===== src/design/gcr_pkg.sv =====
package gcr_pkg;

    localparam int NUM_PINS      = 54;
    localparam int BANK_BITS     = 32;
    localparam int HIGH_BITS     = 22;
    localparam int FSEL_WORDS    = 6;
    localparam int PINS_PER_FSEL = 10;
    localparam int FSEL_BITS     = 3;
    localparam int WIDE_BITS     = 2 * BANK_BITS;

    typedef enum logic [1:0] {
        FUNC_READ  = 2'd0,
        FUNC_WRITE = 2'd1,
        FUNC_TICK  = 2'd2
    } t_func;

    typedef enum logic [1:0] {
        PULL_OFF  = 2'd0,
        PULL_DOWN = 2'd1,
        PULL_UP   = 2'd2
    } t_pull;

    localparam logic [FSEL_BITS-1:0] FSEL_OUTPUT = 3'd1;

    localparam logic [4:0] REG_FSEL0 = 5'd0;
    localparam logic [4:0] REG_FSEL1 = 5'd1;
    localparam logic [4:0] REG_FSEL2 = 5'd2;
    localparam logic [4:0] REG_FSEL3 = 5'd3;
    localparam logic [4:0] REG_FSEL4 = 5'd4;
    localparam logic [4:0] REG_FSEL5 = 5'd5;
    localparam logic [4:0] REG_SET0  = 5'd6;
    localparam logic [4:0] REG_SET1  = 5'd7;
    localparam logic [4:0] REG_CLR0  = 5'd8;
    localparam logic [4:0] REG_CLR1  = 5'd9;
    localparam logic [4:0] REG_LEV0  = 5'd10;
    localparam logic [4:0] REG_LEV1  = 5'd11;
    localparam logic [4:0] REG_EVS0  = 5'd12;
    localparam logic [4:0] REG_EVS1  = 5'd13;
    localparam logic [4:0] REG_REN0  = 5'd14;
    localparam logic [4:0] REG_REN1  = 5'd15;
    localparam logic [4:0] REG_FEN0  = 5'd16;
    localparam logic [4:0] REG_FEN1  = 5'd17;
    localparam logic [4:0] REG_PULL  = 5'd18;
    localparam logic [4:0] REG_PCLK0 = 5'd19;
    localparam logic [4:0] REG_PCLK1 = 5'd20;

    typedef logic [NUM_PINS-1:0] t_pins;

    typedef struct packed {
        logic [1:0]           func;
        logic [4:0]           reg_index;
        logic [31:0]          write_data;
        logic [31:0]          pins_in_low;
        logic [HIGH_BITS-1:0] pins_in_high;
    } t_in_item;

    typedef struct packed {
        logic [31:0]          read_data;
        logic [31:0]          drive_low;
        logic [HIGH_BITS-1:0] drive_high;
        logic [31:0]          drive_enable_low;
        logic [HIGH_BITS-1:0] drive_enable_high;
        logic [31:0]          pull_up_low;
        logic [HIGH_BITS-1:0] pull_up_high;
        logic [31:0]          pull_down_low;
        logic [HIGH_BITS-1:0] pull_down_high;
        logic                 event_pending;
    } t_out_item;

    // handshake state shared by the two pipeline stages
    typedef struct packed {
        logic step;
        logic advance;
    } t_flow;

    // place a bank word at its pins, bits beyond the last pin dropped
    function automatic t_pins bank_bits(input logic [31:0] data, input logic bank);
        logic [WIDE_BITS-1:0] w;
        w = bank ? {data, 32'd0} : {32'd0, data};
        return w[NUM_PINS-1:0];
    endfunction

    function automatic logic [31:0] bank_read(input t_pins v, input logic bank);
        logic [WIDE_BITS-1:0] w;
        w = WIDE_BITS'(v);
        return bank ? w[WIDE_BITS-1:BANK_BITS] : w[BANK_BITS-1:0];
    endfunction

    function automatic t_pins bank_replace(input t_pins v, input logic [31:0] data,
                                           input logic bank);
        t_pins mask;
        mask = bank_bits('1, bank);
        return (v & ~mask) | bank_bits(data, bank);
    endfunction

endpackage


===== src/design/gpio_controller_registers.sv =====
// channel  valid        stall        payload
// input    i_in_valid   o_in_stall   i_in  (t_in_item)
// output   o_out_valid  i_out_stall  o_out (t_out_item)
//
// one item per clock while the output is not stalled; each item passes the input
// register, then the register-map logic into the result register
// synchronous active-low reset clears all pin state and empties both stages
// a stalled result holds the result register; the input stage keeps taking
// items until it holds one that cannot move on
module gpio_controller_registers (
    input  logic               i_clk,
    input  logic               i_rst_n,
    input  logic               i_in_valid,
    output logic               o_in_stall,
    input  gcr_pkg::t_in_item  i_in,
    output logic               o_out_valid,
    input  logic               i_out_stall,
    output gcr_pkg::t_out_item o_out
);
    import gcr_pkg::*;

    t_flow     flow;
    t_in_item  item;
    t_out_item result;
    logic      advance;

    gcr_in_stage u_in_stage (
        .i_clk      (i_clk),
        .i_rst_n    (i_rst_n),
        .i_in_valid (i_in_valid),
        .o_in_stall (o_in_stall),
        .i_in       (i_in),
        .i_advance  (advance),
        .o_flow     (flow),
        .o_item     (item)
    );

    gcr_core u_core (
        .i_clk    (i_clk),
        .i_rst_n  (i_rst_n),
        .i_flow   (flow),
        .i_item   (item),
        .o_result (result)
    );

    gcr_out_stage u_out_stage (
        .i_clk       (i_clk),
        .i_rst_n     (i_rst_n),
        .i_flow      (flow),
        .i_result    (result),
        .o_advance   (advance),
        .o_out_valid (o_out_valid),
        .i_out_stall (i_out_stall),
        .o_out       (o_out)
    );

endmodule


===== src/design/gcr_in_stage.sv =====
module gcr_in_stage (
    input  logic              i_clk,
    input  logic              i_rst_n,
    input  logic              i_in_valid,
    output logic              o_in_stall,
    input  gcr_pkg::t_in_item i_in,
    input  logic              i_advance,
    output gcr_pkg::t_flow    o_flow,
    output gcr_pkg::t_in_item o_item
);
    import gcr_pkg::*;

    logic     r_valid;
    logic     n_valid;
    t_in_item r_item;
    logic     accept;

    // the held item leaves whenever the result register can take it
    assign o_in_stall = r_valid && !i_advance;
    assign accept     = i_in_valid && !o_in_stall;

    always_comb begin
        if (accept) begin
            n_valid = 1'b1;
        end else if (i_advance) begin
            n_valid = 1'b0;
        end else begin
            n_valid = r_valid;
        end
    end

    always_ff @(posedge i_clk) begin
        if (!i_rst_n) begin
            r_valid <= 1'b0;
        end else begin
            r_valid <= n_valid;
        end
    end

    always_ff @(posedge i_clk) begin
        if (accept) begin
            r_item <= i_in;
        end
    end

    assign o_flow.step    = r_valid && i_advance;
    assign o_flow.advance = i_advance;
    assign o_item         = r_item;

endmodule


===== src/design/gcr_core.sv =====
module gcr_core (
    input  logic               i_clk,
    input  logic               i_rst_n,
    input  gcr_pkg::t_flow     i_flow,
    input  gcr_pkg::t_in_item  i_item,
    output gcr_pkg::t_out_item o_result
);
    import gcr_pkg::*;

    logic [FSEL_BITS-1:0] r_fsel [NUM_PINS];
    logic [FSEL_BITS-1:0] n_fsel [NUM_PINS];
    logic [1:0]           r_pull [NUM_PINS];
    logic [1:0]           n_pull [NUM_PINS];
    t_pins                r_latch, n_latch;
    t_pins                r_event, n_event;
    t_pins                r_rise, n_rise;
    t_pins                r_fall, n_fall;
    t_pins                r_last, n_last;
    logic [1:0]           r_pull_ctl, n_pull_ctl;

    logic [31:0]          fsel_word;
    logic [31:0]          rd;
    t_pins                sel;
    t_pins                levels;
    t_pins                en, up, down;
    logic [WIDE_BITS-1:0] w_latch, w_en, w_up, w_down;

    // function select word addressed by the index, pins past the last read 0
    always_comb begin
        fsel_word = '0;
        for (int w = 0; w < FSEL_WORDS; w++) begin
            for (int k = 0; k < PINS_PER_FSEL; k++) begin
                if (w * PINS_PER_FSEL + k < NUM_PINS && i_item.reg_index == 5'(w)) begin
                    fsel_word[FSEL_BITS*k +: FSEL_BITS] = r_fsel[w * PINS_PER_FSEL + k];
                end
            end
        end
    end

    assign levels = t_pins'(WIDE_BITS'({i_item.pins_in_high, i_item.pins_in_low}));

    always_comb begin
        n_fsel     = r_fsel;
        n_pull     = r_pull;
        n_latch    = r_latch;
        n_event    = r_event;
        n_rise     = r_rise;
        n_fall     = r_fall;
        n_last     = r_last;
        n_pull_ctl = r_pull_ctl;
        rd         = '0;
        sel        = bank_bits(i_item.write_data, i_item.reg_index == REG_PCLK1);
        unique case (i_item.func)
            FUNC_READ: begin
                unique case (i_item.reg_index)
                    REG_FSEL0, REG_FSEL1, REG_FSEL2,
                    REG_FSEL3, REG_FSEL4, REG_FSEL5: rd = fsel_word;
                    REG_LEV0, REG_LEV1: rd = bank_read(r_last, i_item.reg_index[0]);
                    REG_EVS0, REG_EVS1: rd = bank_read(r_event, i_item.reg_index[0]);
                    REG_REN0, REG_REN1: rd = bank_read(r_rise, i_item.reg_index[0]);
                    REG_FEN0, REG_FEN1: rd = bank_read(r_fall, i_item.reg_index[0]);
                    REG_PULL: rd = {30'd0, r_pull_ctl};
                    default: rd = '0;
                endcase
            end
            FUNC_WRITE: begin
                unique case (i_item.reg_index)
                    REG_FSEL0, REG_FSEL1, REG_FSEL2,
                    REG_FSEL3, REG_FSEL4, REG_FSEL5: begin
                        for (int w = 0; w < FSEL_WORDS; w++) begin
                            for (int k = 0; k < PINS_PER_FSEL; k++) begin
                                if (w * PINS_PER_FSEL + k < NUM_PINS &&
                                    i_item.reg_index == 5'(w)) begin
                                    n_fsel[w * PINS_PER_FSEL + k] =
                                        i_item.write_data[FSEL_BITS*k +: FSEL_BITS];
                                end
                            end
                        end
                    end
                    REG_SET0, REG_SET1: begin
                        n_latch = r_latch | bank_bits(i_item.write_data,
                                                      i_item.reg_index[0]);
                    end
                    REG_CLR0, REG_CLR1: begin
                        n_latch = r_latch & ~bank_bits(i_item.write_data,
                                                       i_item.reg_index[0]);
                    end
                    REG_EVS0, REG_EVS1: begin
                        n_event = r_event & ~bank_bits(i_item.write_data,
                                                       i_item.reg_index[0]);
                    end
                    REG_REN0, REG_REN1: begin
                        n_rise = bank_replace(r_rise, i_item.write_data, i_item.reg_index[0]);
                    end
                    REG_FEN0, REG_FEN1: begin
                        n_fall = bank_replace(r_fall, i_item.write_data, i_item.reg_index[0]);
                    end
                    REG_PULL: n_pull_ctl = i_item.write_data[1:0];
                    REG_PCLK0, REG_PCLK1: begin
                        for (int p = 0; p < NUM_PINS; p++) begin
                            if (sel[p]) begin
                                n_pull[p] = r_pull_ctl;
                            end
                        end
                    end
                    default: ;
                endcase
            end
            FUNC_TICK: begin
                n_event = r_event | (levels & ~r_last & r_rise) | (~levels & r_last & r_fall);
                n_last  = levels;
            end
            default: ;
        endcase
    end

    // pin-facing outputs follow the state as it stands after the item
    always_comb begin
        for (int p = 0; p < NUM_PINS; p++) begin
            en[p]   = n_fsel[p] == FSEL_OUTPUT;
            up[p]   = n_pull[p] == PULL_UP;
            down[p] = n_pull[p] == PULL_DOWN;
        end
    end

    assign w_latch = WIDE_BITS'(n_latch);
    assign w_en    = WIDE_BITS'(en);
    assign w_up    = WIDE_BITS'(up);
    assign w_down  = WIDE_BITS'(down);

    assign o_result.read_data         = rd;
    assign o_result.drive_low         = w_latch[BANK_BITS-1:0];
    assign o_result.drive_high        = w_latch[BANK_BITS +: HIGH_BITS];
    assign o_result.drive_enable_low  = w_en[BANK_BITS-1:0];
    assign o_result.drive_enable_high = w_en[BANK_BITS +: HIGH_BITS];
    assign o_result.pull_up_low       = w_up[BANK_BITS-1:0];
    assign o_result.pull_up_high      = w_up[BANK_BITS +: HIGH_BITS];
    assign o_result.pull_down_low     = w_down[BANK_BITS-1:0];
    assign o_result.pull_down_high    = w_down[BANK_BITS +: HIGH_BITS];
    assign o_result.event_pending     = |n_event;

    always_ff @(posedge i_clk) begin
        if (!i_rst_n) begin
            for (int p = 0; p < NUM_PINS; p++) begin
                r_fsel[p] <= '0;
                r_pull[p] <= PULL_OFF;
            end
            r_latch    <= '0;
            r_event    <= '0;
            r_rise     <= '0;
            r_fall     <= '0;
            r_last     <= '0;
            r_pull_ctl <= PULL_OFF;
        end else if (i_flow.step) begin
            r_fsel     <= n_fsel;
            r_pull     <= n_pull;
            r_latch    <= n_latch;
            r_event    <= n_event;
            r_rise     <= n_rise;
            r_fall     <= n_fall;
            r_last     <= n_last;
            r_pull_ctl <= n_pull_ctl;
        end
    end

endmodule


===== src/design/gcr_out_stage.sv =====
module gcr_out_stage (
    input  logic               i_clk,
    input  logic               i_rst_n,
    input  gcr_pkg::t_flow     i_flow,
    input  gcr_pkg::t_out_item i_result,
    output logic               o_advance,
    output logic               o_out_valid,
    input  logic               i_out_stall,
    output gcr_pkg::t_out_item o_out
);
    import gcr_pkg::*;

    logic      r_valid;
    logic      n_valid;
    t_out_item r_out;

    // the result register is empty or is taken in this cycle
    assign o_advance = !r_valid || !i_out_stall;
    assign n_valid   = i_flow.advance ? i_flow.step : r_valid;

    always_ff @(posedge i_clk) begin
        if (!i_rst_n) begin
            r_valid <= 1'b0;
        end else begin
            r_valid <= n_valid;
        end
    end

    always_ff @(posedge i_clk) begin
        if (i_flow.step) begin
            r_out <= i_result;
        end
    end

    assign o_out_valid = r_valid;
    assign o_out       = r_out;

endmodule


===== config.mk =====
export PLATFORM = sky130hd
export DESIGN_NAME = gpio_controller_registers
export DESIGN_NICKNAME = d
export VERILOG_FILES = /design/src/design/gcr_pkg.sv /design/src/design/gpio_controller_registers.sv /design/src/design/gcr_in_stage.sv /design/src/design/gcr_core.sv /design/src/design/gcr_out_stage.sv
export SDC_FILE = /design/constraint.sdc
export NUM_CORES = 2
export LEC_CHECK = 0
export ABC_AREA = 1
export BUFFER_PORTS_ARGS = -buffer_cell sky130_fd_sc_hd__buf_4
export CAP_MARGIN = 30
export CORE_MARGIN = 2
export CORE_UTILIZATION = 51
export CTS_CLUSTER_SIZE = 8
export DETAILED_ROUTE_END_ITERATION = 10
export PLACE_DENSITY = 0.79
export SKIP_CTS_REPAIR_TIMING = 1
export SLEW_MARGIN = 15
export SYNTH_ARGS = -nofsm -noshare
export SYNTH_HDL_FRONTEND = slang
export SYNTH_SLANG_ARGS = --single-unit

===== constraint.sdc =====
create_clock -name i_clk -period 24.3 [get_ports i_clk]
set_input_delay 2.43 -clock i_clk [delete_from_list [all_inputs] [get_ports i_clk]]
set_output_delay 2.43 -clock i_clk [all_outputs]
set_load 0.02 [all_outputs]

# == Word-level counts from Yosys, hierarchy flattened ==
# Cells that the tools add are included.
# Widths: inputs -> output; s select.
# totals
register_bits,886
input_bits,97
out_inout_bits,251
# op_classes
eq_ne,184
mux,180
bitwise,17
reduce_logical,24
# ops
operator,n
$and 54x54->54,8
$mux 162,2
$mux 3,108
$mux 54,5
$or 54x54->54,5
$mux 108,2
$not 54->54,4
$pmux 54 s2,2
$pmux 32 s6,1
$eq 3x1->1 const B,54
$mux 32,4
$eq 2x1->1 const B,55
$eq 2x2->1 const B,55
$mux 2,54
$reduce_or 54->1,1
$eq 5x4->1 const B,8
$eq 5x5->1 const B,5
$eq 5x3->1 const B,4
$reduce_or 2->1,7
$eq 5x2->1 const B,2
$reduce_and 3->1,3
$reduce_or 6->1,1
$eq 5x1->1 const B,1
$logic_not 5->1,1
7 further kinds,13

# == Logic depth before layout (Yosys ltp) ==
# logic_depth
word_depth,8
ltp_mapped,15
ltp_nobuf,14

# == Hierarchy ==
# From an unflattened synthesis, not the netlist that was laid out.
# hier_totals
cells_unflattened,5379
hier_area_um2,41070.6
# by_module_without_submodules
mod,n_inst,cells_each,area_per_inst_um2
gcr_core,1,5019,30690.7
gcr_out_stage,1,256,7519.7
gcr_in_stage,1,104,2860.2

# == Least setup slack after synthesis ==
# No wires, ideal clock.
# synth_path
path_kind,input port to flip-flop
from,in i_out_stall
to,reg u_core.r_event[45]
setup_ns,0.432
arrival_time_ns,10.505
required_ns,23.868
slack_ns,13.363
path_stages,7
path_buffers,3
cell_sequence,nand2_1 inv_1 nor2_2 clkbuf_1 clkbuf_1 clkbuf_1 a21oi_1
# synth_rtl
item,line,rtl
start: declaration,gpio_controller_registers.sv:17,"input logic i_out_stall,"
end signal: assignment,gcr_core.sv:158,r_event <= n_event;
end: declaration,gcr_core.sv:15,"t_pins r_event, n_event;"

# == Worst setup path in the final report ==
# layout_path
from,in i_out_stall
to,reg u_core.r_pull[38] (netlist bit)
# layout_via
elab_chain_cells,3
# layout_lines
item,line,rtl
$logic_not 1->1,gcr_out_stage.sv:18,assign o_advance = !r_valid || !i_out_stall;
$logic_or 1x1->1,gcr_out_stage.sv:18,
$logic_and 1x1->1,gcr_in_stage.sv:46,assign o_flow.step = r_valid && i_advance;
end signal: assignment,gcr_core.sv:156,r_pull <= n_pull;
end: declaration,gcr_core.sv:12,logic [1:0] r_pull [NUM_PINS];
# No other way between the ends.
# A chain may end at the register's enable or synchronous reset.

==> impl_metrics.env <==
export IMPL_clock_skew_final_ps=89.0
export IMPL_path_class="primary input to flip-flop"
export IMPL_crit_top_cell="buf_4"
export IMPL_cts_made_buffers=121
export IMPL_outcome="finished, final reports clean"
export IMPL_drive_gt1_frac=0.102
export IMPL_ys_warn_count=0
export IMPL_drv_slew=0
export IMPL_vdd_drop_max_mv=0.0686
export IMPL_yosys_area_top_type="dfxtp_1"
export IMPL_path_cells="buf_4, nand2_1, inv_1, nor2_4, buf_12, buf_4, buf_4, nor2_1, nor2_1, o21ai_0, inv_1"
export IMPL_gp_congestion=0.950
export IMPL_synth_xor_area_frac=0
export IMPL_drt_iter0_markers=5707
export IMPL_core_um2=79300
export IMPL_synth_area_leaders="dfxtp_1, edfxtp_1, o21ai_0, nand2_1, inv_1"
export IMPL_drc=0
export IMPL_syn_avg_cell_area_um2=7.69
export IMPL_numPortBuffers=347
export IMPL_fp_dieH_um=287
export IMPL_fin_nets=5632
export IMPL_netlist_area_um2=40900
export IMPL_place_hpwl_um=89000
export IMPL_worstReg2RegEnd="u_core.r_pull[38]$_SDFFE_PN0P_"
export IMPL_start_util=0.516
export IMPL_cts_tree="done"
export IMPL_slowest_stage="buf_4"
export IMPL_grt_use_met2=0.457
export IMPL_power_density_nw_per_um2=76.8
export IMPL_synthAdderAreaFrac=0.000917
export IMPL_grt_pass1_wl_um=205000
export IMPL_synth_cells=5323
export IMPL_hold_violations=0
export IMPL_reg2regPathDepth=10
export IMPL_min_period_ps=5740
export IMPL_grt_use_met1=0.441
export IMPL_synth_cell_types=39
export IMPL_numClockSinks=886
export IMPL_nFillCells=6738
export IMPL_min_path_cells=2
export IMPL_synth_seq_cells=886
export IMPL_grtUsageTotal=0.324
export IMPL_multi_input_area_um2=15400
export IMPL_synth_top_family_by_area="compound AO/OA/AOI/OAI gates"
export IMPL_muxShareOfSynthArea=0
export IMPL_max_stage_delay_ps=860
export IMPL_combinationalPowerShare=0.109
export IMPL_vias=38052
export IMPL_wl_per_cell_um=20.7
export IMPL_clkPwrFrac=0.431
export IMPL_fp_dieW_um=287
export IMPL_p_seq_frac=0.460
export IMPL_via_per_inst=5.71
export IMPL_synth_nets=5423
export IMPL_area_delta_synth_final_pct=16.7
export IMPL_p_int_mw=2.68
export IMPL_tns_ps=0
export IMPL_fmax_mhz=174
export IMPL_grt_pass1_vias=34560
export IMPL_layout_setup_ws_ps=18560
export IMPL_setup_viol=0
export IMPL_cts_root_buf="clkbuf_16"
export IMPL_firstDrtPassIters=8
export IMPL_postPlaceCellArea_um2=44100
export IMPL_busiest_layer="met2"
export IMPL_antenna_found_initial=8
export IMPL_maxCapViolations=0
export IMPL_r2r_slack_ps=20070
export IMPL_p_switching_uw=985
export IMPL_arrival_ps=6330
export IMPL_met3_usage=0.0967
export IMPL_rows=103
export IMPL_cp_end_kind="flip-flop"
export IMPL_antenna_left=0
export IMPL_yosys_area_share_simple=0.167
export IMPL_place_ws_ps=18070
export IMPL_regArea_um2=21200
export IMPL_power_leakage_nw=20.5
export IMPL_grt_max_degree=267
export IMPL_die_area_um2=82500
export IMPL_finalCritPeriodShare=0.236
export IMPL_rsz0062_at_grt="false"
export IMPL_stdcell_count=6663
export IMPL_critPathMaxFanout=216
export IMPL_dp_cells=6454
export IMPL_cts_buffer_depth=3
export IMPL_ios=348
export IMPL_rr_startpoint="u_out_stage.o_out_valid$_SDFFE_PN0N_"
export IMPL_gr_total_overflow=0
export IMPL_wl_um=138000
export IMPL_switching_share=0.269
export IMPL_start_kind="primary input"
export IMPL_critPathRequiredTime_ps=24890
export IMPL_tightest_slew_ps=1110
export IMPL_synth_seq_area_share=0.517
export IMPL_synth_top_cell_area_share=0.266
export IMPL_insertion_delay_ps=730
export IMPL_ctsHtreeMaxLevel=3
export IMPL_synth_compound_area_frac=0.208
export IMPL_slew_headroom=0.263
export IMPL_clk_pin_slew_ps=50
export IMPL_fin_area_um2=47800
export IMPL_timing_hold_worst_class="flip-flop to flip-flop"
==> placed cells by master, fill, tap and decap left out, drive strengths merged, types with 53 or more instances in the layout <==
cell / instances
dfxtp: 544
nor3b: 54
nand3: 77
inv: 821
nor2: 572
a21oi: 426
clkbuf: 195
nand2: 1010
a211oi: 53
edfxtp: 342
o211ai: 84
buf: 407
o21ai: 848
==> cells in the mapped netlist <==
| cell type | n |
|---|---|
| dfxtp_1 | 544 |
| a21oi_1 | 426 |
| buf_6 | 2 |
| nand2_1 | 1009 |
| o221ai_1 | 13 |
| o31ai_1 | 33 |
| nor2_1 | 569 |
| o21ai_0 | 772 |
| nor3_2 | 2 |
| clkinv_1 | 9 |
| nor3_1 | 2 |
| clkbuf_1 | 253 |
| a211oi_1 | 52 |
| nor3_4 | 1 |
| o2111ai_1 | 7 |
| ha_1 | 3 |
| o21ai_1 | 76 |
| buf_4 | 1 |
| inv_2 | 9 |
| o21bai_1 | 34 |
| and2_1 | 2 |
| buf_2 | 40 |
| a21o_1 | 9 |
| nor2_2 | 2 |
| nand3_1 | 77 |
| inv_1 | 810 |
| nor4_4 | 1 |
| nor2_4 | 1 |
| buf_1 | 25 |
| a211oi_4 | 1 |
| a221o_1 | 1 |
| or2_1 | 1 |
| a21boi_0 | 1 |
| o211ai_1 | 84 |
| o22ai_1 | 51 |
| edfxtp_1 | 342 |
| nor3b_1 | 54 |
| nand2_2 | 1 |
| nand3b_1 | 3 |
==> area by class of cell <==
type	count	area share
timing repair buffer	407	0.0669
clock buffer	195	0.0694
sequential	886	0.443
clock inverter	8	0.00409
antenna	1	0.0000524
inverter	828	0.0655
multi-input combinational	3288	0.323
tap	1050	0.0275
==> per-stage QoR <==
stage	total power, mW	utilization	hold WS, ps
after floorplan	1.95	-	437
after global placement	2.09	0.556	450
after detailed placement	2.09	0.557	461
after CTS	3.66	0.601	468
after global routing	3.79	0.602	491
final	3.67	0.602	469
==> worst max-delay path: cells and delay by family <==
family	cells	cell delay, ps
simple gates	4	820
buf+inv	6	2600
compound gates	1	90
==> kinds of logic (layout without fill, tap and decap cells) <==
logic type,after synthesis,in the layout
other,0,1
adders and majority gates,3,3
AOI/OAI and AO/OA,1560,1560
and+or+nand+nor,1725,1725
buffers and inverters,1149,1438
DFF,886,886
==> layer usage <==
| layer | part of all wire | routed length [um] | up-vias |
|---|---|---|---|
| met3 | 0.13 | 18600 | 367 |
| met4 | 0.060 | 8330 | 10 |
| met2 | 0.41 | 57100 | 2313 |
| met1 | 0.39 | 54100 | 17586 |
| met5 | 0.00038 | 52 | - |
| li1 | - | - | 17776 |
==> how the worst max path moves through the flow <==
stage / startpoint / end / depth (start not counted)
2_1_floorplan: i_out_stall / u_core.r_event[45]$_SDFFE_PN0P_ / 7
3_3_place_gp: i_out_stall / u_core.r_fsel[147]$_SDFFE_PN0P_ / 11
3_5_place_dp: i_out_stall / u_core.r_pull[38]$_SDFFE_PN0P_ / 11
4_1_cts: i_out_stall / u_core.r_pull[36]$_SDFFE_PN0P_ / 11
5_1_grt: i_out_stall / u_core.r_pull[32]$_SDFFE_PN0P_ / 11
6_report: i_out_stall / u_core.r_pull[38]$_SDFFE_PN0P_ / 11
==> power by group through the flow <==
stage	clock, mW	combinational (mW)	sequential [mW]
after floorplan	0	0.224	1.73
after global placement	0	0.375	1.71
after detailed placement	0	0.384	1.71
after CTS	1.59	0.388	1.68
after global routing	1.66	0.437	1.69
final	1.58	0.399	1.69
Note: power is estimated with default switching activity, not from simulation.
